$ cat config.mk
export PLATFORM = sky130hd
export DESIGN_NAME = a2p_mac_cell
export DESIGN_NICKNAME = d
export VERILOG_FILES = /design/src/rtl/core/a2p_pkg.sv /design/src/rtl/core/a2p_mac_cell.sv
export SDC_FILE = /design/constraint.sdc
export NUM_CORES = 2
export LEC_CHECK = 0
export BUFFER_PORTS_ARGS = -buffer_cell sky130_fd_sc_hd__buf_2
export CORE_ASPECT_RATIO = 0.9
export CORE_MARGIN = 2
export CORE_UTILIZATION = 57
export CTS_CLUSTER_DIAMETER = 50
export DETAILED_ROUTE_END_ITERATION = 8
export GPL_ROUTABILITY_DRIVEN = 0
export PLACE_DENSITY_LB_ADDON = 0.12
export SETUP_SLACK_MARGIN = 0.05
export SLEW_MARGIN = 0
export SYNTH_ARGS = -nofsm -noshare
export SYNTH_HDL_FRONTEND = slang
export SYNTH_SLANG_ARGS = --single-unit
$ cat constraint.sdc
create_clock -name clk_i -period 3.1 [get_ports clk_i]
set_input_delay 0.31 -clock clk_i [delete_from_list [all_inputs] [get_ports clk_i]]
set_output_delay 0.31 -clock clk_i [all_outputs]
set_load 0.01 [all_outputs]
$ cat src/rtl/core/a2p_pkg.sv
// Shared widths, fixed-point constants and pipeline types for the atan2 unit.
package a2p_pkg;

  localparam int IN_WIDTH        = 16;
  localparam int ANGLE_FRAC_BITS = 13;
  localparam int OUT_WIDTH       = 16;

  // Internal fixed-point format: Q30 unsigned ratio, signed Q30 accumulator.
  localparam int QB      = 30;
  localparam int MAG_W   = IN_WIDTH;
  localparam int REM_W   = MAG_W + 1;
  localparam int R_W     = QB + 1;
  localparam int ACC_W   = R_W + 1;
  localparam int PROD_W  = ACC_W + R_W + 1;
  localparam int UNF_W   = ACC_W + 2;
  localparam int SHIFT   = QB - ANGLE_FRAC_BITS;

  localparam int POLY_N    = 7;
  localparam int DIV_CELLS = R_W;
  localparam int MAC_CELLS = POLY_N + 1;

  localparam logic signed [ACC_W-1:0] COEF [POLY_N] = '{
    32'sd7744777,
    -32'sd37645046,
    32'sd87698811,
    -32'sd143609290,
    32'sd213208227,
    -32'sd357824448,
    32'sd1073741824
  };

  localparam logic signed [UNF_W-1:0] PI_Q30      = 34'sd3373259426;
  localparam logic signed [UNF_W-1:0] HALF_PI_Q30 = 34'sd1686629713;
  localparam logic [UNF_W-1:0]        RND         = UNF_W'(1) << (QB - 1 - ANGLE_FRAC_BITS);
  localparam logic [UNF_W-1:0]        MAG_LIM     = UNF_W'(1) << (OUT_WIDTH - 1);

  localparam int          OUT_MAX = (2 ** (OUT_WIDTH - 1)) - 1;
  localparam longint      PI_RND  = (64'd3373259426 + (64'd1 << (QB - 1 - ANGLE_FRAC_BITS)))
                                    >> SHIFT;
  localparam int          ANGLE_BOUND = (PI_RND > OUT_MAX) ? OUT_MAX : int'(PI_RND);

  typedef struct packed {
    logic valid;
    logic zero;
    logic ybig;
    logic xneg;
    logic yneg;
  } ctl_t;

  typedef struct packed {
    logic [R_W-1:0] r;
    logic [R_W-1:0] r2;
  } aux_t;

endpackage

$ cat src/rtl/core/a2p_mac_cell.sv
// Multiply-accumulate cell: acc * operand in Q30, floor, plus coefficient; two stages.
module a2p_mac_cell
  import a2p_pkg::*;
(
  input  logic                    clk_i,
  input  logic                    rst_ni,
  input  logic                    en_i,
  input  ctl_t                    ctl_i,
  input  aux_t                    aux_i,
  input  logic signed [ACC_W-1:0] acc_i,
  input  logic [R_W-1:0]          mul_i,
  input  logic signed [ACC_W-1:0] coef_i,
  output ctl_t                    ctl_o,
  output aux_t                    aux_o,
  output logic signed [ACC_W-1:0] acc_o
);

  logic signed [PROD_W-1:0] prod_d;
  logic signed [PROD_W-1:0] prod_q;
  logic signed [ACC_W-1:0]  acc_d;
  logic signed [ACC_W-1:0]  acc_q;
  ctl_t                     ctl1_q;
  ctl_t                     ctl2_q;
  aux_t                     aux1_q;
  aux_t                     aux2_q;

  assign prod_d = acc_i * $signed({1'b0, mul_i});
  // arithmetic shift by QB is the floor; the low ACC_W bits hold the result
  assign acc_d  = $signed(prod_q[QB +: ACC_W]) + coef_i;

  always_ff @(posedge clk_i or negedge rst_ni) begin
    if (!rst_ni) begin
      ctl1_q <= '0;
      ctl2_q <= '0;
    end else if (en_i) begin
      ctl1_q <= ctl_i;
      ctl2_q <= ctl1_q;
    end
  end

  always_ff @(posedge clk_i) begin
    if (en_i) begin
      prod_q <= prod_d;
      aux1_q <= aux_i;
      acc_q  <= acc_d;
      aux2_q <= aux1_q;
    end
  end

  assign ctl_o = ctl2_q;
  assign aux_o = aux2_q;
  assign acc_o = acc_q;

endmodule

==> metrics <==
status=complete, but fails checks; failing checks=setup timing; Chip Height=261 um; P&R area growth vs syn=21.6%; Max-Cap Viols=0; top-count cell post-synth=fa_1; number of buffers added on ports=263; Final WS setup=-3.82 ns; via count=29400; Starting Density=0.573; Ys Warns=0; fin nets=5998; buffer and inverter count on the worst path=4; Fillers=5461; GRT overflow=0; CTS max path bufs=2; 1st-pass router iterations=6; Top delay family on crit path=adder cells; fin. max-slew vios=0; Crit path depth=23; Data arrival, critical path=7.12 ns; Post-DP HPWL=98000 um; Total GRT Usage=0.317; Syn Nets=5425; Clock Skew=0.0219 ns; Final period util=2.23; Startpoint Class=input pin; Final Hold Viols=0; Root Buffer=clkbuf_16; share of cells above drive strength 1=0.244; Synth Flop Type=edfxtp_1; Crit Path Category=in2reg; Post-Syn Instances=4018; Iter 0 DRT Violations=2025; Skew-Pair Late Insertion Delay=0.45 ns; register area share after synthesis=0.141; CP dominant cell by count=fa_1; Total Die Area=75400 um2; Yosys reg bits=198; FMAX=145 MHz; Setup violations, final=32; Tightest Pin Transition=0.645 ns; ys async rst share=0.0505; Num CTS Buffers=17; H-tree depth=4; CP max FO=15; most common library cells after synthesis=fa_1 (1031), inv_1 (923), and2_1 (666); Post-synth EDFFs=188; cell taking the most area after synthesis=fa_1; CTS tree=done; Final ANT Viol Nets=0; Mean Syn Cell Area=10.4 um2; first-pass GRT wire length=180000 um; clk sink count=198; Hold WS=0.0308 ns; crit path cell chain=buf_6 -> buf_4 -> and2_1 -> fa_1 -> inv_1 -> fa_1 -> fa_1 -> fa_1 -> inv_1 -> fa_1 -> fa_1 -> fa_1 -> fa_1 -> ha_1 -> a21o_1 -> a21o_1 -> a21oi_1 -> or2_2 -> o221ai_4 -> o211a_1 -> or4_1 -> nand2_1 -> xnor2_1; Synth area leaders=fa_1 (49%), edfxtp_1 (14%), and2_1 (10%), inv_1 (8.3%), ha_1 (6.3%); WL final=115000 um; WL/cell=20.6 um; slowest CP cell=fa_1; hold crit path type=in2reg; initial antenna violation count=5; pin count of the biggest net entering global routing=81; Yosys top cell area share=0.494; Reg2Reg Depth=12; die width=289 um; I/O Pins=264; number of global-route vias before repair=31400; hold-critical path depth=1; Reg clk slew, reported paths=0.09 ns; cell row count=94; vias per inst=5.27; Max-slew headroom=0.570; min Tclk post-route=6.92 ns; CP endpoint kind=flop; unrepaired setup endpoints after global routing=yes; cell area after layout=50800 um2; drt drc=0; synth unique cells=56; placed cell areas=47300 um2; CORE AREA=72800 um2; WP data required=3.30 ns; synthesized cell area=41800 um2; Slowest Stage Delay on Critical Path=0.54 ns
[placed cells by master (no fill, tap or decap), types with 43 or more instances in the layout]
| master | n |
|---|---|
| fa_1 | 945 |
| inv_1 | 877 |
| and2_1 | 614 |
| buf_4 | 370 |
| nand2_1 | 350 |
| buf_2 | 207 |
| edfxtp_1 | 188 |
| ha_1 | 160 |
| buf_6 | 94 |
| fa_2 | 86 |
| xnor2_1 | 56 |
| and2_4 | 53 |
| ha_4 | 49 |
| inv_2 | 44 |
| a21oi_1 | 44 |
| buf_12 | 43 |
[worst reg2reg max path, cell delays in order, from the launching register on]
cell	delay (ns)
edfxtp_1	0.41
ha_2	0.21
inv_1	0.08
fa_2	0.20
nor2b_1	0.05
o31a_1	0.28
o41ai_4	0.35
a2111o_1	0.25
a21oi_2	0.10
o41ai_4	0.43
nor2_2	0.10
o41ai_2	0.27
xnor2_1	0.10
[metal layers]
layer | vias up | share of wire | track usage
met5 | - | 0 | 0
met4 | 0 | 0.016 | 0.0513
met3 | 101 | 0.13 | 0.0955
met2 | 1309 | 0.41 | 0.444
met1 | 15000 | 0.45 | 0.494
li1 | 13000 | - | -
[flip-flops by register name, summed over array words and instances (netlist names)]
name	flops
prod_q	32
ctl_o	5
acc_o	32
aux1_q	62
ctl1_q	5
aux_o	62
[path summary, 6_finish.rpt]
| check | from | to | slack [ns] |
|---|---|---|---|
| max in group asynchronous | rst_ni | ctl1_q[2] | 2.67 |
| max | acc_i[20] | prod_q[52] | -3.82 |
| min | aux_i[37] | aux1_q[37] | 0.03 |
| min in group asynchronous | rst_ni | ctl_o[1] | 0.23 |
| min reg2reg | aux1_q[38] | aux_o[38] | 0.42 |
| max reg2reg | prod_q[30] | acc_o[30] | 0.06 |
[logic make-up (layout without fill, tap and decap cells)]
| logic type | count (synthesis) | after routing | share of synthesized area |
|---|---|---|---|
| mux | 10 | 10 | 0.00270 |
| flops | 198 | 198 | 0.141 |
| buf+inv | 1118 | 1704 | 0.101 |
| fa+ha+maj | 1242 | 1242 | 0.558 |
| xor+xnor | 71 | 71 | 0.0149 |
| compound gates | 220 | 220 | 0.0342 |
| other cells | 0 | 6 | 0 |
| simple gates | 1159 | 1159 | 0.149 |
[area by class of cell]
class / instances / area (um2) / share of cell area
multi-input combinational: 2702 / 33200 / 0.654
timing repair buffer: 749 / 6350 / 0.125
sequential: 198 / 5900 / 0.116
inverter: 923 / 3470 / 0.0684
tap: 960 / 1200 / 0.0237
clock buffer: 17 / 425 / 0.00838
clock inverter: 15 / 229 / 0.00451
antenna: 6 / 15.0 / 0.000296
[what timing repair did]
item | CTS | global route
buffers inserted | 42 | 27
resized for setup | 372 | 164
pin swaps | 186 | 171
setup endpoints to repair | 34 | 37
gates cloned | 6 | 2
endpoints found under the hold margin | 12 | 0
hold buffers | 3 | 0
[stage by stage]
step | worst slack [ns] | util | instances | TNS (ns)
4_1_cts | -3.81 | 0.684 | 5536 | -110.94
6_report | -3.82 | 0.697 | 5570 | -113.38
3_5_place_dp | -4.58 | 0.649 | 5459 | -136.09
2_1_floorplan | -4.38 | - | 4018 | -112.70
5_1_grt | -3.96 | 0.697 | 5569 | -118.72
3_3_place_gp | -4.50 | 0.649 | 5459 | -134.50
Power is left out: the tool's default activity adds up to more than one toggle a clock period on the data nets, which glitch-free logic cannot reach.
