==> config.mk <==
export PLATFORM = sky130hd
export DESIGN_NAME = a2p_div_cell
export DESIGN_NICKNAME = d
export VERILOG_FILES = /design/src/rtl/core/a2p_pkg.sv /design/src/rtl/core/a2p_div_cell.sv
export SDC_FILE = /design/constraint.sdc
export NUM_CORES = 1
export LEC_CHECK = 0
export BUFFER_PORTS_ARGS = -buffer_cell sky130_fd_sc_hd__buf_2
export CAP_MARGIN = 10
export CORE_ASPECT_RATIO = 2
export CORE_MARGIN = 4
export CORE_UTILIZATION = 51
export CTS_BUF_LIST = sky130_fd_sc_hd__clkbuf_4 sky130_fd_sc_hd__clkbuf_8 sky130_fd_sc_hd__clkbuf_16
export CTS_CLUSTER_SIZE = 20
export DETAILED_ROUTE_END_ITERATION = 8
export GPL_TIMING_DRIVEN = 1
export HOLD_SLACK_MARGIN = 0.12
export PLACE_DENSITY = 0.89
export SYNTH_ARGS = -nofsm -noshare
export SYNTH_HDL_FRONTEND = slang
export SYNTH_SLANG_ARGS = --single-unit
==> constraint.sdc <==
create_clock -name clk_i -period 1.8 [get_ports clk_i]
set_input_delay 0.36 -clock clk_i [delete_from_list [all_inputs] [get_ports clk_i]]
set_output_delay 0.36 -clock clk_i [all_outputs]
set_load 0.02 [all_outputs]
==> src/rtl/core/a2p_pkg.sv <==
// Shared widths, fixed-point constants and pipeline types for the atan2 unit.
package a2p_pkg;

  localparam int IN_WIDTH        = 16;
  localparam int ANGLE_FRAC_BITS = 13;
  localparam int OUT_WIDTH       = 16;

  // Internal fixed-point format: Q30 unsigned ratio, signed Q30 accumulator.
  localparam int QB      = 30;
  localparam int MAG_W   = IN_WIDTH;
  localparam int REM_W   = MAG_W + 1;
  localparam int R_W     = QB + 1;
  localparam int ACC_W   = R_W + 1;
  localparam int PROD_W  = ACC_W + R_W + 1;
  localparam int UNF_W   = ACC_W + 2;
  localparam int SHIFT   = QB - ANGLE_FRAC_BITS;

  localparam int POLY_N    = 7;
  localparam int DIV_CELLS = R_W;
  localparam int MAC_CELLS = POLY_N + 1;

  localparam logic signed [ACC_W-1:0] COEF [POLY_N] = '{
    32'sd7744777,
    -32'sd37645046,
    32'sd87698811,
    -32'sd143609290,
    32'sd213208227,
    -32'sd357824448,
    32'sd1073741824
  };

  localparam logic signed [UNF_W-1:0] PI_Q30      = 34'sd3373259426;
  localparam logic signed [UNF_W-1:0] HALF_PI_Q30 = 34'sd1686629713;
  localparam logic [UNF_W-1:0]        RND         = UNF_W'(1) << (QB - 1 - ANGLE_FRAC_BITS);
  localparam logic [UNF_W-1:0]        MAG_LIM     = UNF_W'(1) << (OUT_WIDTH - 1);

  localparam int          OUT_MAX = (2 ** (OUT_WIDTH - 1)) - 1;
  localparam longint      PI_RND  = (64'd3373259426 + (64'd1 << (QB - 1 - ANGLE_FRAC_BITS)))
                                    >> SHIFT;
  localparam int          ANGLE_BOUND = (PI_RND > OUT_MAX) ? OUT_MAX : int'(PI_RND);

  typedef struct packed {
    logic valid;
    logic zero;
    logic ybig;
    logic xneg;
    logic yneg;
  } ctl_t;

  typedef struct packed {
    logic [R_W-1:0] r;
    logic [R_W-1:0] r2;
  } aux_t;

endpackage

==> src/rtl/core/a2p_div_cell.sv <==
// One restoring-division cell: resolves one quotient bit of min/max per cycle while en_i is high.
module a2p_div_cell
  import a2p_pkg::*;
(
  input  logic             clk_i,
  input  logic             rst_ni,
  input  logic             en_i,
  input  ctl_t             ctl_i,
  input  logic [MAG_W-1:0] big_i,
  input  logic [REM_W-1:0] rem_i,
  input  logic [R_W-1:0]   quo_i,
  output ctl_t             ctl_o,
  output logic [MAG_W-1:0] big_o,
  output logic [REM_W-1:0] rem_o,
  output logic [R_W-1:0]   quo_o
);

  logic             take;
  logic [REM_W-1:0] diff;
  logic [REM_W-1:0] rem_d;
  logic [R_W-1:0]   quo_d;
  ctl_t             ctl_q;
  logic [MAG_W-1:0] big_q;
  logic [REM_W-1:0] rem_q;
  logic [R_W-1:0]   quo_q;

  assign take  = rem_i >= {1'b0, big_i};
  assign diff  = take ? (rem_i - {1'b0, big_i}) : rem_i;
  // diff stays below big, so the top bit is free for the shift
  assign rem_d = {diff[REM_W-2:0], 1'b0};
  assign quo_d = {quo_i[R_W-2:0], take};

  always_ff @(posedge clk_i or negedge rst_ni) begin
    if (!rst_ni) begin
      ctl_q <= '0;
    end else if (en_i) begin
      ctl_q <= ctl_i;
    end
  end

  always_ff @(posedge clk_i) begin
    if (en_i) begin
      big_q <= big_i;
      rem_q <= rem_d;
      quo_q <= quo_d;
    end
  end

  assign ctl_o = ctl_q;
  assign big_o = big_q;
  assign rem_o = rem_q;
  assign quo_o = quo_q;

endmodule

==> summary.txt <==
Final Hold Slack: 203 ps
Most common library cells after synthesis: sky130_fd_sc_hd__edfxtp_1, sky130_fd_sc_hd__inv_1, sky130_fd_sc_hd__ha_1
Hold violation count in the final report: 0
Proportion of synthesized chip area in sequential cells: 62.1%
Area added between synthesis and finish: 58.3%
Reg-to-reg slack, setup: 1030 ps
CTS buffer count: 9
Leakage: 2.34 nW
Number of DRC violations after detailed-routing iteration 0: 148
Final design utilization: 84.2%
Post-detailed-route count of antenna-violating nets: 0
Number of cells traversed by the worst register-to-register path: 1
Worst-path fanout max: 7
Maximum clock skew at final layout: 0 ps
Highest ir drop seen on vdd: 0.540 mV
Largest net degree at the start of global routing: 37
Placeable core region: 6110 µm²
DR vias: 2711
Final net count: 523
Total track usage: 23.3%
Register clock-pin slew on the reported worst setup and hold paths: 50 ps
Antenna diodes: 0
Violated checks: setup timing
Total half-perimeter wirelength after legalization and detailed placement: 6.56 mm
Avg Cell Area, Syn: 14.1 µm²
Cell chain of the critical path: buf_6 -> ha_4 -> a21o_1 -> a211o_1 -> a41o_1 -> a31oi_4 -> o21a_4 -> inv_8 -> mux2_4
Critical path launch point type: input pin
Cell with the largest stage delay on the worst path: sky130_fd_sc_hd__mux2_4
Worst setup EP type: flop
Worst path arrival time: 2140 ps
Worst-skew pair later-pin latency: 330 ps
Crit Reg-Reg Endpoint: ctl_o[1]$_DFFE_PN0P_
FF-to-FF Start: ctl_o[1]$_DFFE_PN0P_
Cell type with the largest total area after synthesis: sky130_fd_sc_hd__edfxtp_1
Final instance area: 5140 µm²
Last weighted congestion value of the routability-driven placer: 0.903
Number of remaining DRC errors: 0
Final cycle utilization of the critical path: 115%
Buf+Inv Stages, Crit Path: 2
Number of search-and-repair iterations in the first detailed-routing pass: 4
Total count of max-transition violations in the final report: 0
Number of input and output port buffers inserted: 138
Net count after synthesis: 320
Distinct cells, synth: 46
Initial Util: 53.2%
Routed wire per std cell: 17.6 µm
Remaining global-route overflow: 0
Data required time at the worst endpoint: 1880 ps
Netlist area before placement: 3250 µm²
Wire length of the first global-routing pass: 13.6 mm
Most common cell in the synthesized netlist: sky130_fd_sc_hd__edfxtp_1
Number of instances in the synthesized netlist: 231
Power Dens Cells: 930 nW/µm²
Boundary pin count: 141
Path type of the worst setup path: in -> reg
Worst stage delay on the critical path: 300 ps
Top delay family on crit path: compound AO/OA/AOI/OAI gates
Launching instance or port of the critical path: rem_i[14]
Final critical delay including setup and external delays: 2060 ps
Cell Count Post-Placement: 499
Die X: 64.4 µm
Asr flop ratio synth: 7.35%
MaxCap Viol Count: 0
Number of antenna violations at the first check in global routing: 0
Number of levels the H-tree was split into: 3
Setup WS post-layout: -262 ps
Warning count from the yosys run: 0
Share of final-layout standard cells stronger than drive strength 1: 62.2%
Total wire length: 9.22 mm
Number of standard-cell rows in the floorplan: 40
Setup repair after global routing missed its margin: yes
Vertical extent of the die: 121 µm
Max Buffers Root-to-Sink: 2
Area contributors post-synth: sky130_fd_sc_hd__edfxtp_1, sky130_fd_sc_hd__ha_1, sky130_fd_sc_hd__dfrtp_1, sky130_fd_sc_hd__mux2_4, sky130_fd_sc_hd__mux2_2
CP Depth: 9
Final instance count without filler cells: 523
Capture point of the critical path: rem_o[11]$_DFFE_PP_
Number of global-route vias before repair: 2868
M3 GR Usage: 4.63%
Worst Hold Class: in -> reg
Post-synthesis sequential element count: 68
Post-synth top area share: 58.2%
Upper clock frequency limit: 485 MHz
Post-Place Cell Area: 4530 µm²
CTS tree: built
Number of synthesized flops with an enable pin: 63
Result of the run: finished, violations left
GR Util met2: 46.4%
Number of sinks on the clock net: 68
Vias per cell: 5.18
GR Util met1: 21.9%
CTS Root Cell: sky130_fd_sc_hd__clkbuf_16
Final Setup Violations: 16
GRT Max-Usage Layer: met2
Top flip-flop cell by instance count after synthesis: sky130_fd_sc_hd__edfxtp_1
Die area: 7790 µm²
per-layer routing:
layer | wire, µm | vias to the layer above
li1 | - | 1260
met1 | 3060 | 1328
met2 | 5450 | 105
met3 | 482 | 18
met4 | 229 | 0
met5 | 0 | -
kinds of logic after synthesis:
logic type / synth area share [%]
xor+xnor: 3.23
other cells: 0.115
buf+inv: 4.62
mux: 7.74
fa+ha+maj: 6.78
simple gates: 5.39
compound gates: 10.1
flops: 62.1
state kept, by name, indices dropped and copies added (netlist names):
signal  flops
quo_o      31
big_o      16
rem_o      16
ctl_o       5
cell type report:
type                            count  area [µm²]
Clock buffer                       11         240
Clock inverter                      5        28.8
Inverter                           25         119
Timing Repair inverter              1        8.76
Multi-Input combinational cell    131        1370
Sequential cell                    68        2020
Tap cell                           84         105
Timing Repair Buffer              198        1260
Fill cell                         327         962
cells in the final DEF (no fill, tap or decap), drive strengths merged, types with 2 or more instances in the layout:
cell type | synthesis | routed
mux2i | 3 | 3
and3 | 2 | 2
o21bai | 4 | 4
a31oi | 4 | 4
nand2 | 13 | 13
o21ai | 9 | 9
xor2 | 4 | 4
a41o | 2 | 2
xnor2 | 8 | 8
a21oi | 10 | 10
o21a | 2 | 2
a211o | 2 | 2
nand3 | 3 | 3
mux2 | 17 | 17
dfrtp | 5 | 5
a21o | 3 | 3
edfxtp | 63 | 63
clkinv | 0 | 4
ha | 16 | 16
clkbuf | 4 | 11
nor2 | 9 | 9
nand4 | 3 | 3
a211oi | 2 | 2
buf | 3 | 197
clkinvlp | 0 | 2
inv | 25 | 25
through the flow:
stage / power [mW] / TNS, ps / setup slack, ps
after floorplan: 2.62 / -7730 / -599
after global placement: 3.05 / -9730 / -662
after detailed placement: 3.09 / -10930 / -747
after CTS: 4.76 / -3600 / -260
after global routing: 4.98 / -4390 / -304
final: 4.78 / -3630 / -262
repair_timing:
item                                    4_1_cts  5_1_grt
resized for setup                            41       25
endpoints found under the setup margin       16       17
gates cloned                                  1        0
pin swaps                                    21        8
endpoints found under the hold margin         5        0
buffers inserted                              6        1
hold buffers                                  1        0
how the worst min path moves through the flow:
stage / startpoint / to / slack (ps) / cells after the start
detailed placement: rst_ni / ctl_o[4]$_DFFE_PN0P_ / 180 / 1
finish: quo_i[22] / quo_o[23]$_DFFE_PP_ / 200 / 1
floorplan: rst_ni / ctl_o[0]$_DFFE_PN0P_ / 60 / 0
global route: quo_i[22] / quo_o[23]$_DFFE_PP_ / 190 / 1
global placement: rst_ni / ctl_o[2]$_DFFE_PN0P_ / 170 / 1
CTS: quo_i[18] / quo_o[19]$_DFFE_PP_ / 200 / 1
power breakdown:
part / switching, mW / total [mW] / internal (mW)
Combinational: 0.655 / 1.26 / 0.601
Clock: 0.623 / 1.57 / 0.951
Sequential: 0.0396 / 1.96 / 1.92
No activity file was read; power rests on OpenSTA's default activity.
