==> config.mk <==
export PLATFORM = sky130hd
export DESIGN_NAME = a2p_unfold
export DESIGN_NICKNAME = d
export VERILOG_FILES = /design/src/rtl/core/a2p_pkg.sv /design/src/rtl/core/a2p_unfold.sv
export SDC_FILE = /design/constraint.sdc
export NUM_CORES = 1
export LEC_CHECK = 0
export BUFFER_PORTS_ARGS = -buffer_cell sky130_fd_sc_hd__buf_2
export CAP_MARGIN = 20
export CORE_MARGIN = 1
export CORE_UTILIZATION = 55
export DETAILED_ROUTE_END_ITERATION = 10
export GPL_TIMING_DRIVEN = 0
export PLACE_DENSITY = 0.78
export SLEW_MARGIN = 10
export SYNTH_ARGS = -nofsm -noshare
export SYNTH_HDL_FRONTEND = slang
export SYNTH_SLANG_ARGS = --single-unit
export TNS_END_PERCENT = 20
==> constraint.sdc <==
create_clock -name clk_i -period 4.3 [get_ports clk_i]
set_input_delay 0.645 -clock clk_i [delete_from_list [all_inputs] [get_ports clk_i]]
set_output_delay 0.645 -clock clk_i [all_outputs]
set_load 0.02 [all_outputs]
==> src/rtl/core/a2p_pkg.sv <==
// Shared widths, fixed-point constants and pipeline types for the atan2 unit.
package a2p_pkg;

  localparam int IN_WIDTH        = 16;
  localparam int ANGLE_FRAC_BITS = 13;
  localparam int OUT_WIDTH       = 16;

  // Internal fixed-point format: Q30 unsigned ratio, signed Q30 accumulator.
  localparam int QB      = 30;
  localparam int MAG_W   = IN_WIDTH;
  localparam int REM_W   = MAG_W + 1;
  localparam int R_W     = QB + 1;
  localparam int ACC_W   = R_W + 1;
  localparam int PROD_W  = ACC_W + R_W + 1;
  localparam int UNF_W   = ACC_W + 2;
  localparam int SHIFT   = QB - ANGLE_FRAC_BITS;

  localparam int POLY_N    = 7;
  localparam int DIV_CELLS = R_W;
  localparam int MAC_CELLS = POLY_N + 1;

  localparam logic signed [ACC_W-1:0] COEF [POLY_N] = '{
    32'sd7744777,
    -32'sd37645046,
    32'sd87698811,
    -32'sd143609290,
    32'sd213208227,
    -32'sd357824448,
    32'sd1073741824
  };

  localparam logic signed [UNF_W-1:0] PI_Q30      = 34'sd3373259426;
  localparam logic signed [UNF_W-1:0] HALF_PI_Q30 = 34'sd1686629713;
  localparam logic [UNF_W-1:0]        RND         = UNF_W'(1) << (QB - 1 - ANGLE_FRAC_BITS);
  localparam logic [UNF_W-1:0]        MAG_LIM     = UNF_W'(1) << (OUT_WIDTH - 1);

  localparam int          OUT_MAX = (2 ** (OUT_WIDTH - 1)) - 1;
  localparam longint      PI_RND  = (64'd3373259426 + (64'd1 << (QB - 1 - ANGLE_FRAC_BITS)))
                                    >> SHIFT;
  localparam int          ANGLE_BOUND = (PI_RND > OUT_MAX) ? OUT_MAX : int'(PI_RND);

  typedef struct packed {
    logic valid;
    logic zero;
    logic ybig;
    logic xneg;
    logic yneg;
  } ctl_t;

  typedef struct packed {
    logic [R_W-1:0] r;
    logic [R_W-1:0] r2;
  } aux_t;

endpackage

==> src/rtl/core/a2p_unfold.sv <==
// Octant unfold, rounding, sign and saturation of the polynomial result; two stages.
module a2p_unfold
  import a2p_pkg::*;
(
  input  logic                        clk_i,
  input  logic                        rst_ni,
  input  logic                        en_i,
  input  ctl_t                        ctl_i,
  input  logic signed [ACC_W-1:0]     v_i,
  output ctl_t                        ctl_o,
  output logic signed [OUT_WIDTH-1:0] angle_o
);

  logic signed [UNF_W-1:0]     v_ext;
  logic signed [UNF_W-1:0]     sel;
  logic [UNF_W-1:0]            u_d;
  logic [UNF_W-1:0]            u_q;
  logic [UNF_W-1:0]            sum;
  logic [UNF_W-1:0]            mag_full;
  logic [OUT_WIDTH:0]          mag_s;
  logic signed [OUT_WIDTH-1:0] angle_d;
  logic signed [OUT_WIDTH-1:0] angle_q;
  ctl_t                        ctl1_q;
  ctl_t                        ctl2_q;

  assign v_ext = {{(UNF_W - ACC_W){v_i[ACC_W-1]}}, v_i};

  // pi - (pi/2 - v) folds to pi/2 + v, so one add covers every octant
  always_comb begin
    if (ctl_i.ybig && ctl_i.xneg) begin
      sel = HALF_PI_Q30 + v_ext;
    end else if (ctl_i.ybig) begin
      sel = HALF_PI_Q30 - v_ext;
    end else if (ctl_i.xneg) begin
      sel = PI_Q30 - v_ext;
    end else begin
      sel = v_ext;
    end
  end

  assign u_d = sel[UNF_W-1] ? '0 : sel;

  assign sum      = u_q + RND;
  assign mag_full = sum >> SHIFT;
  assign mag_s    = (mag_full > MAG_LIM) ? MAG_LIM[OUT_WIDTH:0] : mag_full[OUT_WIDTH:0];

  always_comb begin
    if (ctl1_q.zero) begin
      angle_d = '0;
    end else if (ctl1_q.yneg) begin
      angle_d = $signed(OUT_WIDTH'(~mag_s + 1'b1));
    end else if (mag_s == MAG_LIM[OUT_WIDTH:0]) begin
      angle_d = OUT_WIDTH'(OUT_MAX);
    end else begin
      angle_d = $signed(mag_s[OUT_WIDTH-1:0]);
    end
  end

  always_ff @(posedge clk_i or negedge rst_ni) begin
    if (!rst_ni) begin
      ctl1_q <= '0;
      ctl2_q <= '0;
    end else if (en_i) begin
      ctl1_q <= ctl_i;
      ctl2_q <= ctl1_q;
    end
  end

  always_ff @(posedge clk_i) begin
    if (en_i) begin
      u_q     <= u_d;
      angle_q <= angle_d;
    end
  end

  assign ctl_o   = ctl2_q;
  assign angle_o = angle_q;

endmodule

==> results of run 1 <==
[final timing paths]
path / endpoint / cells past startpoint
setup / recovery: angle_o[10] / 14
hold / removal: ctl_o[0] / 1
setup reg to reg: angle_o[10] / 14
hold reg to reg: ctl_o[2] / 1
max in group asynchronous: ctl_o[1] / 1
min in group clk_i: ctl_o[2] / 1
[registers in the layout (all words and copies together), names as in the netlist]
| register | cells |
|---|---|
| angle_o | 16 |
| ctl1_q | 5 |
| ctl_o | 5 |
| u_q | 17 |
[synthesized netlist by cell type (all sizes together) (5+ instances only)]
cell	instances	share of area [%]
and2	5	0.82
a21oi	28	3.8
mux2i	9	2.5
o31ai	8	1.6
xnor2	19	4.4
nor2	46	4.5
buf	10	1.6
nand3	24	3.3
mux2	12	3.6
nand2	42	4.2
xor2	15	3.4
and3	8	1.3
nand4	10	2.4
o211ai	8	1.7
or3	5	0.82
nor4	5	1.9
edfxtp	33	26
dfrtp	10	6.5
clkbuf	20	2.0
inv	9	0.88
o21ai	25	3.3
nor3	16	2.1
[metal layers]
metal,GRT usage [%],vias up
met5,0,-
met4,10.9,0
met3,2.72,23
met2,44.5,132
met1,28.2,1653
li1,-,1790
[cell families (layout without fill, tap and decap cells)]
group	after synthesis	count (layout)	share of synthesized area, %
AOI/OAI and AO/OA	119	119	22.2
xor gates and xnor gates	34	34	7.79
adders and majority gates	2	2	0.655
buffers and inverters	40	99	4.58
DFF	43	43	32.5
muxes	21	21	6.09
and+or+nand+nor	184	184	26.2
[power breakdown]
group	internal, mW	switching (mW)	total (mW)
combinational	0.177	0.290	0.467
clock	0.173	0.135	0.308
sequential	0.512	0.0296	0.541
[layout make-up]
type,count,area share [%]
inverter,10,0.875
clock buffer,5,1.60
timing repair buffer,51,5.95
clock inverter,3,1.02
tap,80,2.33
sequential,43,28.9
multi-input combinational,360,56.1
buffer,30,3.21
==> summary.txt, run 1 <==
Pwr
  – Leak: approximately 1.6 nW
  – Final Power: between 1 and 1.5 mW
  – Pwr/cell area: about 310 nW/um2
  – Max VDD drop: 144 uV

Timing
  – Tmin final: 3800 ps
  – Final hold vios: 0
  – Worst-Margin Slew: ~700 ps
  – Hold Slack: 187 ps
  – RSZ-0062 raised after global routing: false
  – Final worst setup slack: between 400 and 500 ps
  – Final setup vio count: 0
  – Fmax: 263 MHz
  – Final period util: 88.4%
  – Worst Clk Skew: 9.67 ps
  – Rel. slew slack: about 54%
  – Setup TNS: 0 ps
  – Slew Limit Fails: 0

Global routing
  – First-pass GRT wire length: roughly 15000 um
  – Remaining Overflow, GRT: 0
  – Number of global-route vias before repair: between 3000 and 4000
  – GRT Total Usage: between 20 and 25%
  – Largest net degree at the start of global routing: 36
  – Initial antenna violation count: 0

Routing
  – Routed WL per cell: approximately 15 um
  – Vias: between 3000 and 4000
  – Total Wirelength: between 8000 and 9000 um
  – Met3 WL post-DR: between 300 and 400 um
  – Via density: about 6.2
  – Antenna viol nets, final: 0
  – Top Metal Used: met4
  – DRT iter0 DRCs: between 200 and 250
  – M1 wire length: approximately 3700 um
  – Pre-antenna DRT Iters: 5
  – Met2 wire len: between 4000 and 5000 um
  – # DRC: 0

Worst hold path
  – Hold WC Path Type: in -> async

Critical path
  – CP arrival: roughly 3900 ps
  – Crit end category: register
  – CP Data Required Time: 4410 ps
  – Most used cell, CP: ha_1
  – Max stage delay on crit path: a little under 500 ps
  – Critical Path Fanout Max: 10
  – CP max stage cell: or3_1
  – Worst R2R Start: u_q[16]
  – Delay-heaviest family, CP: simple AND/OR/NAND/NOR gates
  – Crit start category: register
  – Crit Path Class: reg -> reg
  – Worst Path Buf+Inv: 3
  – Flop-to-flop setup slack: around 500 ps
  – Cell Chain, Critical Path: ha_1 -> buf_2 -> nand4_4 -> or3_1 -> a211oi_4 -> nand4_2 -> nand2_2 -> buf_6 -> nand2_1 -> ha_1 -> clkbuf_1 -> o211ai_1 -> o21ai_0 -> a2111oi_2
  – CP startpoint: u_q[16]

Finish
  – Most frequent cells in the layout: 56 x buf_2, 46 x nor2_1, 41 x nand2_1
  – Design area: roughly 4300 um2
  – Antenna cells: 0
  – FF+latch area: around 1200 um2
  – Post-Layout Cell Count: roughly 580
  – Share of cells above drive strength 1: 21.3%
  – Util after Layout: 63.5%
  – Filler Cell Count: 598
  – Fin nets: between 500 and 600
  – Synth-to-layout area growth: 12.2%
  – Multi-input logic area: 2400 um2
  – Commonest non-fill, non-tap cell in the layout: buf_2

Logic synthesis
  – Syn Area/Cell: 8.63 um2
  – Yosys warnings: 0
  – Post-Syn Area: 3820 um2
  – Post-synth top flop: edfxtp_1
  – Post-synth ARST share: between 20% and 30%
  – Mapped Cells: between 400 and 500
  – Synthesis-stage register bit count: 43
  – Number of synthesized flops with an enable pin: 33
  – Net count after synthesis: around 490
  – Post-synthesis cell type count: between 70 and 80
  – Post-synthesis sequential area ratio: about 32%

Die
  – Area of the die: between 7000 and 8000 um2
  – Height of the die: 85.4 um
  – Total core area: between 6000 and 7000 um2
  – # rows: 30
  – Initial Util: 56.6%
  – DIE WIDTH: around 85 um
  – Io pins: approximately 60

Clock network
  – Clock root buffer: clkbuf_8
  – Hold bufs inserted after CTS: 0
  – Reg clk slew, reported paths: 80 ps
  – Worst-Skew Late Latency: 300 ps
  – CTS Sinks: between 40 and 50
  – CTS tree: done
  – CTS H-tree lvls: 2
  – CTS Buf Count: 5
  – Post-CTS Resized: 0
  – Setup bufs post-CTS: 0
  – Longest Clk Path Bufs: 2

Placed design
  – Placed Cells: 574
  – Placement Setup Slack: 531 ps
  – # port buffers: approximately 50
  – Routability cong.: 0.922
  – Post-DP HPWL: 6610 um
  – Dpl cell area: approximately 4200 um2

Run
  – Max_cap viols: 0

Status
  – Status: completed
No activity file was read; power rests on OpenSTA's default activity.
==> run 2: changes to the inputs <==
Settings changed: CORE_UTILIZATION 55 to 58, PLACE_DENSITY 0.78 to 0.81.
==> run 2 against run 1 <==
  * Sequential cell count unchanged
  * Critical endpoint unchanged
  * Global-route usage increased by 1.4 points
  * Largest cell class unchanged
  * Wire length increased by 1.7%
  * Count of clock-buffer cells in the layout increased by 1
==> summary.txt, run 2 (synthesis results as in run 1) <==
Status
  – Status: completed (unchanged)

Critical path
  – Flop-to-flop setup slack: 390 ps (was 500 ps)
  – Crit Reg-Reg Endpoint: angle_o[10] (unchanged)
  – Crit Path Class: reg -> reg (unchanged)
  – Critical Path Fanout Max: 10 (unchanged)
  – CP Data Required Time: 4410 ps (about the same)
  – CP arrival: 4020 ps (was 3910 ps)
  – Worst Path Buf+Inv: 3 (unchanged)
  – Worst R2R Start: u_q[16] (unchanged)
  – Most used cell, CP: ha_1 (unchanged)
  – Crit end category: register (unchanged)
  – Cell Chain, Critical Path: ha_1 -> buf_2 -> nand4_4 -> or3_1 -> a211oi_4 -> nand4_2 -> nand2_2 -> buf_6 -> nand2_1 -> ha_1 -> clkbuf_1 -> o211ai_1 -> o21ai_0 -> a2111oi_2 (unchanged)
  – Delay-heaviest family, CP: simple AND/OR/NAND/NOR gates (unchanged)
  – CP max stage cell: or3_1 (unchanged)
  – Crit start category: register (unchanged)
  – R2R cell count: 14 (unchanged)
  – Max stage delay on crit path: 490 ps (about the same)

Timing
  – Worst Clk Skew: 10.4 ps (was 9.67 ps)
  – Setup TNS: 0 ps (unchanged)
  – Rel. slew slack: 52.5% (was 53.5%)
  – Slew Limit Fails: 0 (unchanged)
  – Tmin final: 3910 ps (was 3800 ps)
  – Final setup vio count: 0 (unchanged)
  – Final hold vios: 0 (unchanged)
  – Worst-Margin Slew: 712 ps (was 697 ps)
  – Final period util: 91.0% (was 88.4%)
  – RSZ-0062 raised after global routing: false (unchanged)
  – Fmax: 256 MHz (was 263 MHz)
  – Hold Slack: 186 ps (was 187 ps)

Die
  – # rows: 29 (was 30)
  – DIE WIDTH: 83.2 um (was 85.4 um)
  – Height of the die: 83.2 um (was 85.4 um)
  – Io pins: 61 (unchanged)
  – Total core area: 6350 um2 (was 6760 um2)
  – Area of the die: 6920 um2 (was 7280 um2)
  – Initial Util: 60.2% (was 56.6%)

Global routing
  – Routing usage on met2: 46.8% (was 44.5%)
  – Remaining Overflow, GRT: 0 (unchanged)
  – Largest net degree at the start of global routing: 36 (unchanged)
  – Met3 usage: 3.28% (was 2.72%)
  – Number of global-route vias before repair: 3267 (was 3365)
  – Gr busiest metal: met2 (unchanged)
  – GRT Total Usage: 25.6% (was 24.2%)
  – First-pass GRT wire length: 14700 um (was 14600 um)
  – Initial antenna violation count: 0 (unchanged)
  – Met1 GRT Util: 30.3% (was 28.2%)

Pwr
  – Final Power: 1.36 mW (was 1.32 mW)
  – Pwr/cell area: 315 nW/um2 (was 307 nW/um2)
  – Leak: 1.61 nW (was 1.60 nW)
  – Max VDD drop: 212 uV (was 144 uV)

Clock network
  – Clock root buffer: clkbuf_8 (unchanged)
  – Hold bufs inserted after CTS: 0 (unchanged)
  – CTS tree: done (unchanged)
  – Worst-Skew Late Latency: 300 ps (about the same)
  – Setup bufs post-CTS: 0 (unchanged)
  – Reg clk slew, reported paths: 90 ps (was 80 ps)
  – Longest Clk Path Bufs: 2 (unchanged)
  – CTS H-tree lvls: 2 (unchanged)
  – CTS Sinks: 43 (unchanged)
  – CTS Buf Count: 5 (unchanged)
  – Post-CTS Resized: 0 (unchanged)

Routing
  – # DRC: 0 (unchanged)
  – Total Wirelength: 8710 um (was 8570 um)
  – Antenna viol nets, final: 0 (unchanged)
  – Via density: 6.27 (was 6.18)
  – Routed WL per cell: 15.0 um (was 14.7 um)
  – Pre-antenna DRT Iters: 5 (unchanged)
  – DRT iter0 DRCs: 254 (was 227)
  – Vias: 3631 (was 3598)

Finish
  – Largest Register: u_q (unchanged)
  – Filler Cell Count: 499 (was 598)
  – Synth-to-layout area growth: 12.6% (was 12.2%)
  – Post-Layout Cell Count: 579 (was 582)
  – Most frequent cells in the layout: 56 x buf_2, 46 x nor2_1, 41 x nand2_1 (unchanged)
  – Antenna cells: 0 (unchanged)
  – Util after Layout: 67.8% (was 63.5%)
  – Fin nets: 543 (unchanged)
  – Max reg flops: 17 (unchanged)
  – Share of cells above drive strength 1: 21.3% (unchanged)
  – Commonest non-fill, non-tap cell in the layout: buf_2 (unchanged)

Worst hold path
  – Hold WC Path Type: in -> async (unchanged)

Run
  – Max_cap viols: 0 (unchanged)

Placed design
  – Routability cong.: 0.929 (was 0.922)
  – # port buffers: 51 (unchanged)
  – Post-DP HPWL: 6570 um (was 6610 um)
  – Placed Cells: 571 (was 574)
[run 2: report_power, final]
part           total, mW  internal, mW  switching [mW]
clock network      0.349         0.208           0.140
logic              0.466         0.177           0.289
registers          0.543         0.512          0.0310
[run 2: worst max-delay path by stage]
stage                        from          end  slack [ps]  cells past startpoint
after floorplan           u_q[17]  angle_o[10]        1000                     14
after CTS                 u_q[16]  angle_o[10]         460                     14
after global routing      u_q[16]  angle_o[10]         140                     14
after global placement    u_q[17]  angle_o[10]         540                     14
after detailed placement  u_q[16]  angle_o[10]         490                     14
final                     u_q[16]  angle_o[10]         390                     14
[run 2: worst reg2reg max path: stages, from the launching register on]
cell	delay, ps
edfxtp_1	420
ha_1	160
buf_2	200
nand4_4	180
or3_1	490
a211oi_4	370
nand4_2	240
nand2_2	180
buf_6	150
nand2_1	80
ha_1	280
clkbuf_1	250
o211ai_1	220
o21ai_0	140
a2111oi_2	380
[run 2: metal layers]
layer,routed length [um],vias up
li1,-,1782
met1,3660,1675
met2,4380,143
met3,389,31
met4,278,0
met5,0,-
[run 2: through the flow]
step / instance area [um2] / setup slack (ps)
floorplan: 3820 / 999
global placement: 4170 / 541
detailed placement: 4170 / 489
CTS: 4300 / 464
global route: 4300 / 139
finish: 4300 / 387
[run 2: area by class of cell]
class | count | area, um2 | area share [%]
Buffer | 30 | 138 | 3.20
Clock buffer | 6 | 93.8 | 2.18
Clock inverter | 2 | 37.5 | 0.872
Inverter | 10 | 37.5 | 0.872
Multi-Input combinational cell | 360 | 2400 | 55.9
Sequential cell | 43 | 1240 | 28.8
Tap cell | 77 | 96.3 | 2.24
Timing Repair Buffer | 51 | 255 | 5.93
==> run 3: changes to the inputs <==
Settings changed: ABC_AREA from default to 1, CAP_MARGIN 20 to default, SLEW_MARGIN 10 to default.
==> run 3 against run 2 <==
  * Global-route usage is 4.7 points higher
  * Clock skew is 1.2 ps lower
  * Synthesized area is 6.4% higher
  * Total power is 9.8% lower
  * Critical path depth is 7 higher
  * Via count is 24% higher
  * Largest power group unchanged
  * Highest routed layer unchanged
==> summary.txt, run 3 <==
Timing
  – Worst Clk Skew: 9.18 ps (was 10.4 ps)
  – RSZ-0062 raised after global routing: false (unchanged)
  – Rel. slew slack: 51.7% (was 52.5%)
  – Final period util: 75.8% (was 91.0%)
  – Tmin final: 3260 ps (was 3910 ps)
  – Slew Limit Fails: 0 (unchanged)
  – Final hold vios: 0 (unchanged)
  – Final setup vio count: 0 (unchanged)
  – Final worst setup slack: 1040 ps (was 387 ps)
  – Worst-Margin Slew: 724 ps (was 712 ps)
  – Fmax: 307 MHz (was 256 MHz)
  – Setup TNS: 0 ps (unchanged)

Global routing
  – First-pass GRT wire length: 17900 um (was 14700 um)
  – GRT Total Usage: 30.3% (was 25.6%)
  – Initial antenna violation count: 0 (unchanged)
  – Largest net degree at the start of global routing: 35 (was 36)
  – Remaining Overflow, GRT: 0 (unchanged)
  – Number of global-route vias before repair: 4022 (was 3267)

Critical path
  – CP max stage cell: edfxtp_1 (was or3_1)
  – Most used cell, CP: nand2_1 (was ha_1)
  – Crit Path Class: reg -> reg (unchanged)
  – Crit end category: register (unchanged)
  – Max stage delay on crit path: 400 ps (was 490 ps)
  – Critical Path Fanout Max: 10 (unchanged)
  – Crit start category: register (unchanged)
  – CP Data Required Time: 4360 ps (was 4410 ps)
  – Delay-heaviest family, CP: simple AND/OR/NAND/NOR gates (unchanged)
  – Cell Chain, Critical Path: ha_1 -> nand3_1 -> nor2_1 -> nand4_1 -> nand2_1 -> inv_1 -> nand2_1 -> nor2_1 -> nand2_2 -> nand2_4 -> buf_4 -> nand2_1 -> ha_1 -> nor3b_4 -> nand2_1 -> nand2_1 -> nand2_1 -> nand2_1 -> nand3_1 -> nand2_1 -> inv_1 (was ha_1 -> buf_2 -> nand4_4 -> or3_1 -> a211oi_4 -> nand4_2 -> nand2_2 -> buf_6 -> nand2_1 -> ha_1 -> clkbuf_1 -> o211ai_1 -> o21ai_0 -> a2111oi_2)
  – Worst Path Buf+Inv: 3 (unchanged)
  – CP arrival: 3320 ps (was 4020 ps)

Clock network
  – Reg clk slew, reported paths: 80 ps (was 90 ps)
  – CTS tree: done (unchanged)
  – Post-CTS Resized: 0 (unchanged)
  – CTS H-tree lvls: 2 (unchanged)
  – Worst-Skew Late Latency: 290 ps (was 300 ps)
  – Hold bufs inserted after CTS: 0 (unchanged)
  – Clock root buffer: clkbuf_8 (unchanged)
  – CTS Sinks: 43 (unchanged)
  – CTS Buf Count: 5 (unchanged)
  – Setup bufs post-CTS: 0 (unchanged)
  – Longest Clk Path Bufs: 2 (unchanged)

Logic synthesis
  – Post-synthesis cell type count: 49 (was 78)
  – Yosys warnings: 0 (unchanged)
  – Post-Syn Area: 4070 um2 (was 3820 um2)
  – Top cells by count, synth: 154 x nand2_1, 85 x nor2_1, 79 x nand3_1 (was 46 x nor2_1, 41 x nand2_1, 33 x edfxtp_1)
  – Number of synthesized flops with an enable pin: 33 (unchanged)
  – Syn Area/Cell: 6.47 um2 (was 8.63 um2)
  – Post-synth top flop: edfxtp_1 (unchanged)
  – Post-synthesis sequential area ratio: 30.5% (was 32.5%)
  – Top-count cell post-synth: nand2_1 (was nor2_1)
  – Top post-synthesis cells by area: edfxtp_1 24%, nand2_1 14%, nand3_1 9.7%, nor2_1 7.8%, inv_1 7.0% (was edfxtp_1 26%, dfrtp_1 6.5%, nor2_1 4.5%, xnor2_1 4.4%, nand2_1 4.0%)
  – Mapped Cells: 628 (was 443)
  – Largest area contributor in the netlist: edfxtp_1 (unchanged)
  – Post-synth ARST share: 23.3% (unchanged)
  – Post-synth top area share: 24.4% (was 25.9%)
  – Net count after synthesis: 670 (was 485)
  – Synthesis-stage register bit count: 43 (unchanged)

Finish
  – Synth-to-layout area growth: 12.0% (was 12.6%)
  – Post-Layout Cell Count: 789 (was 579)
  – Antenna cells: 0 (unchanged)
  – Largest Register: u_q (unchanged)
  – FF+latch area: 1240 um2 (unchanged)
  – Most frequent cells in the layout: 154 x nand2_1, 85 x nor2_1, 79 x nand3_1 (was 56 x buf_2, 46 x nor2_1, 41 x nand2_1)
  – Share of cells above drive strength 1: 14.0% (was 21.3%)
  – Filler Cell Count: 621 (was 499)
  – Commonest non-fill, non-tap cell in the layout: nand2_1 (was buf_2)
  – Multi-input logic area: 2440 um2 (was 2400 um2)
  – Util after Layout: 67.0% (was 67.8%)
  – Fin nets: 734 (was 543)
  – Max reg flops: 17 (unchanged)

Placed design
  – Routability cong.: 0.974 (was 0.929)
  – # port buffers: 57 (was 51)
  – Post-DP HPWL: 8710 um (was 6570 um)
  – Placement Setup Slack: 1040 ps (was 489 ps)
  – Placed Cells: 781 (was 571)

Die
  – Height of the die: 85.7 um (was 83.2 um)
  – Io pins: 61 (unchanged)
  – Area of the die: 7350 um2 (was 6920 um2)
  – Total core area: 6790 um2 (was 6350 um2)
  – Initial Util: 59.8% (was 60.2%)
  – DIE WIDTH: 85.7 um (was 83.2 um)
  – # rows: 30 (was 29)

Routing
  – DRT iter0 DRCs: 337 (was 254)
  – Total Wirelength: 10800 um (was 8710 um)
  – Routed WL per cell: 13.7 um (was 15.0 um)
  – Via density: 5.72 (was 6.27)
  – Pre-antenna DRT Iters: 6 (was 5)
  – Vias: 4512 (was 3631)
  – # DRC: 0 (unchanged)
  – Antenna viol nets, final: 0 (unchanged)

Worst hold path
  – Hold WC Path Type: in -> async (unchanged)

Pwr
  – Pwr/cell area: 269 nW/um2 (was 315 nW/um2)
  – Leak: 2.13 nW (was 1.61 nW)
  – Max VDD drop: 138 uV (was 212 uV)

Status
  – Status: completed (unchanged)

Run
  – Max_cap viols: 0 (unchanged)
## run 3: cell count changes after synthesis, moves of 7 or more
cell	before	now
inv_1	9	76
nand4_1	7	23
mux2i_1	8	0
nor2_1	46	85
xnor2_1	19	1
clkbuf_1	20	8
and3_1	7	0
nand3_1	23	79
nor4_1	1	8
nand2_1	41	154
o21ai_0	18	28
mux2_2	11	2
## run 3: final cells by class
type                            instances  area share, %
Timing Repair Buffer                   57           6.26
Tap cell                               96           2.64
Inverter                               81           6.68
Sequential cell                        43           27.3
Multi-Input combinational cell        489           53.6
Clock inverter                          2          0.247
Buffer                                 15           1.73
Clock buffer                            6           1.59
## run 3: logic make-up after synthesis
logic type	share of synthesized area [%]
muxes	0.554
AOI/OAI and AO/OA	12.6
adders and majority gates	0.615
DFF	30.5
xor gates and xnor gates	2.37
and+or+nand+nor	44.0
buffers and inverters	9.42
## run 3: layer usage
| metal | up-vias | GRT usage, % | share of wire, % | routed length, um |
|---|---|---|---|---|
| li1 | 2250 | - | - | - |
| met1 | 2011 | 39.2 | 41 | 4460 |
| met2 | 216 | 50.3 | 48 | 5130 |
| met3 | 35 | 5.00 | 7.7 | 830 |
| met4 | 0 | 13.3 | 3.4 | 364 |
| met5 | - | 0 | 0 | 0 |
## run 3: where the power goes
part | internal, mW | total, mW | switching [mW]
clock | 0.114 | 0.242 | 0.128
combinational | 0.146 | 0.447 | 0.301
sequential | 0.508 | 0.536 | 0.0273
total | 0.768 | 1.22 | 0.456
## run 3: path summary, 6_finish.rpt
kind	depth (start not counted)	slack, ps	startpoint	endpoint
setup / recovery	21	1040	u_q[17]	angle_o[14]
hold / removal	1	200	rst_ni	ctl_o[3]
setup reg to reg	21	1040	u_q[17]	angle_o[14]
hold reg to reg	2	510	ctl1_q[4]	ctl_o[4]
max in group asynchronous	1	3900	rst_ni	ctl_o[0]
min in group clk_i	2	510	ctl1_q[4]	ctl_o[4]
## run 3: worst register-to-register path: stages (launching register included)
cell      delay, ps
edfxtp_1        400
ha_1            240
nand3_1         160
nor2_1          240
nand4_1         120
nand2_1         170
inv_1            60
nand2_1          60
nor2_1           40
nand2_2          80
nand2_4          90
buf_4           190
nand2_1          90
ha_1            170
nor3b_4         330
nand2_1         160
nand2_1         130
nand2_1          60
nand2_1          50
nand3_1          90
nand2_1          70
inv_1            30
## run 3: through the flow
step,hold WS (ps),power (mW),cell area (um2)
floorplan,349,0.853,4070
detailed placement,496,0.985,4470
global route,194,1.31,4550
global placement,495,0.975,4470
CTS,194,1.23,4550
finish,201,1.22,4550
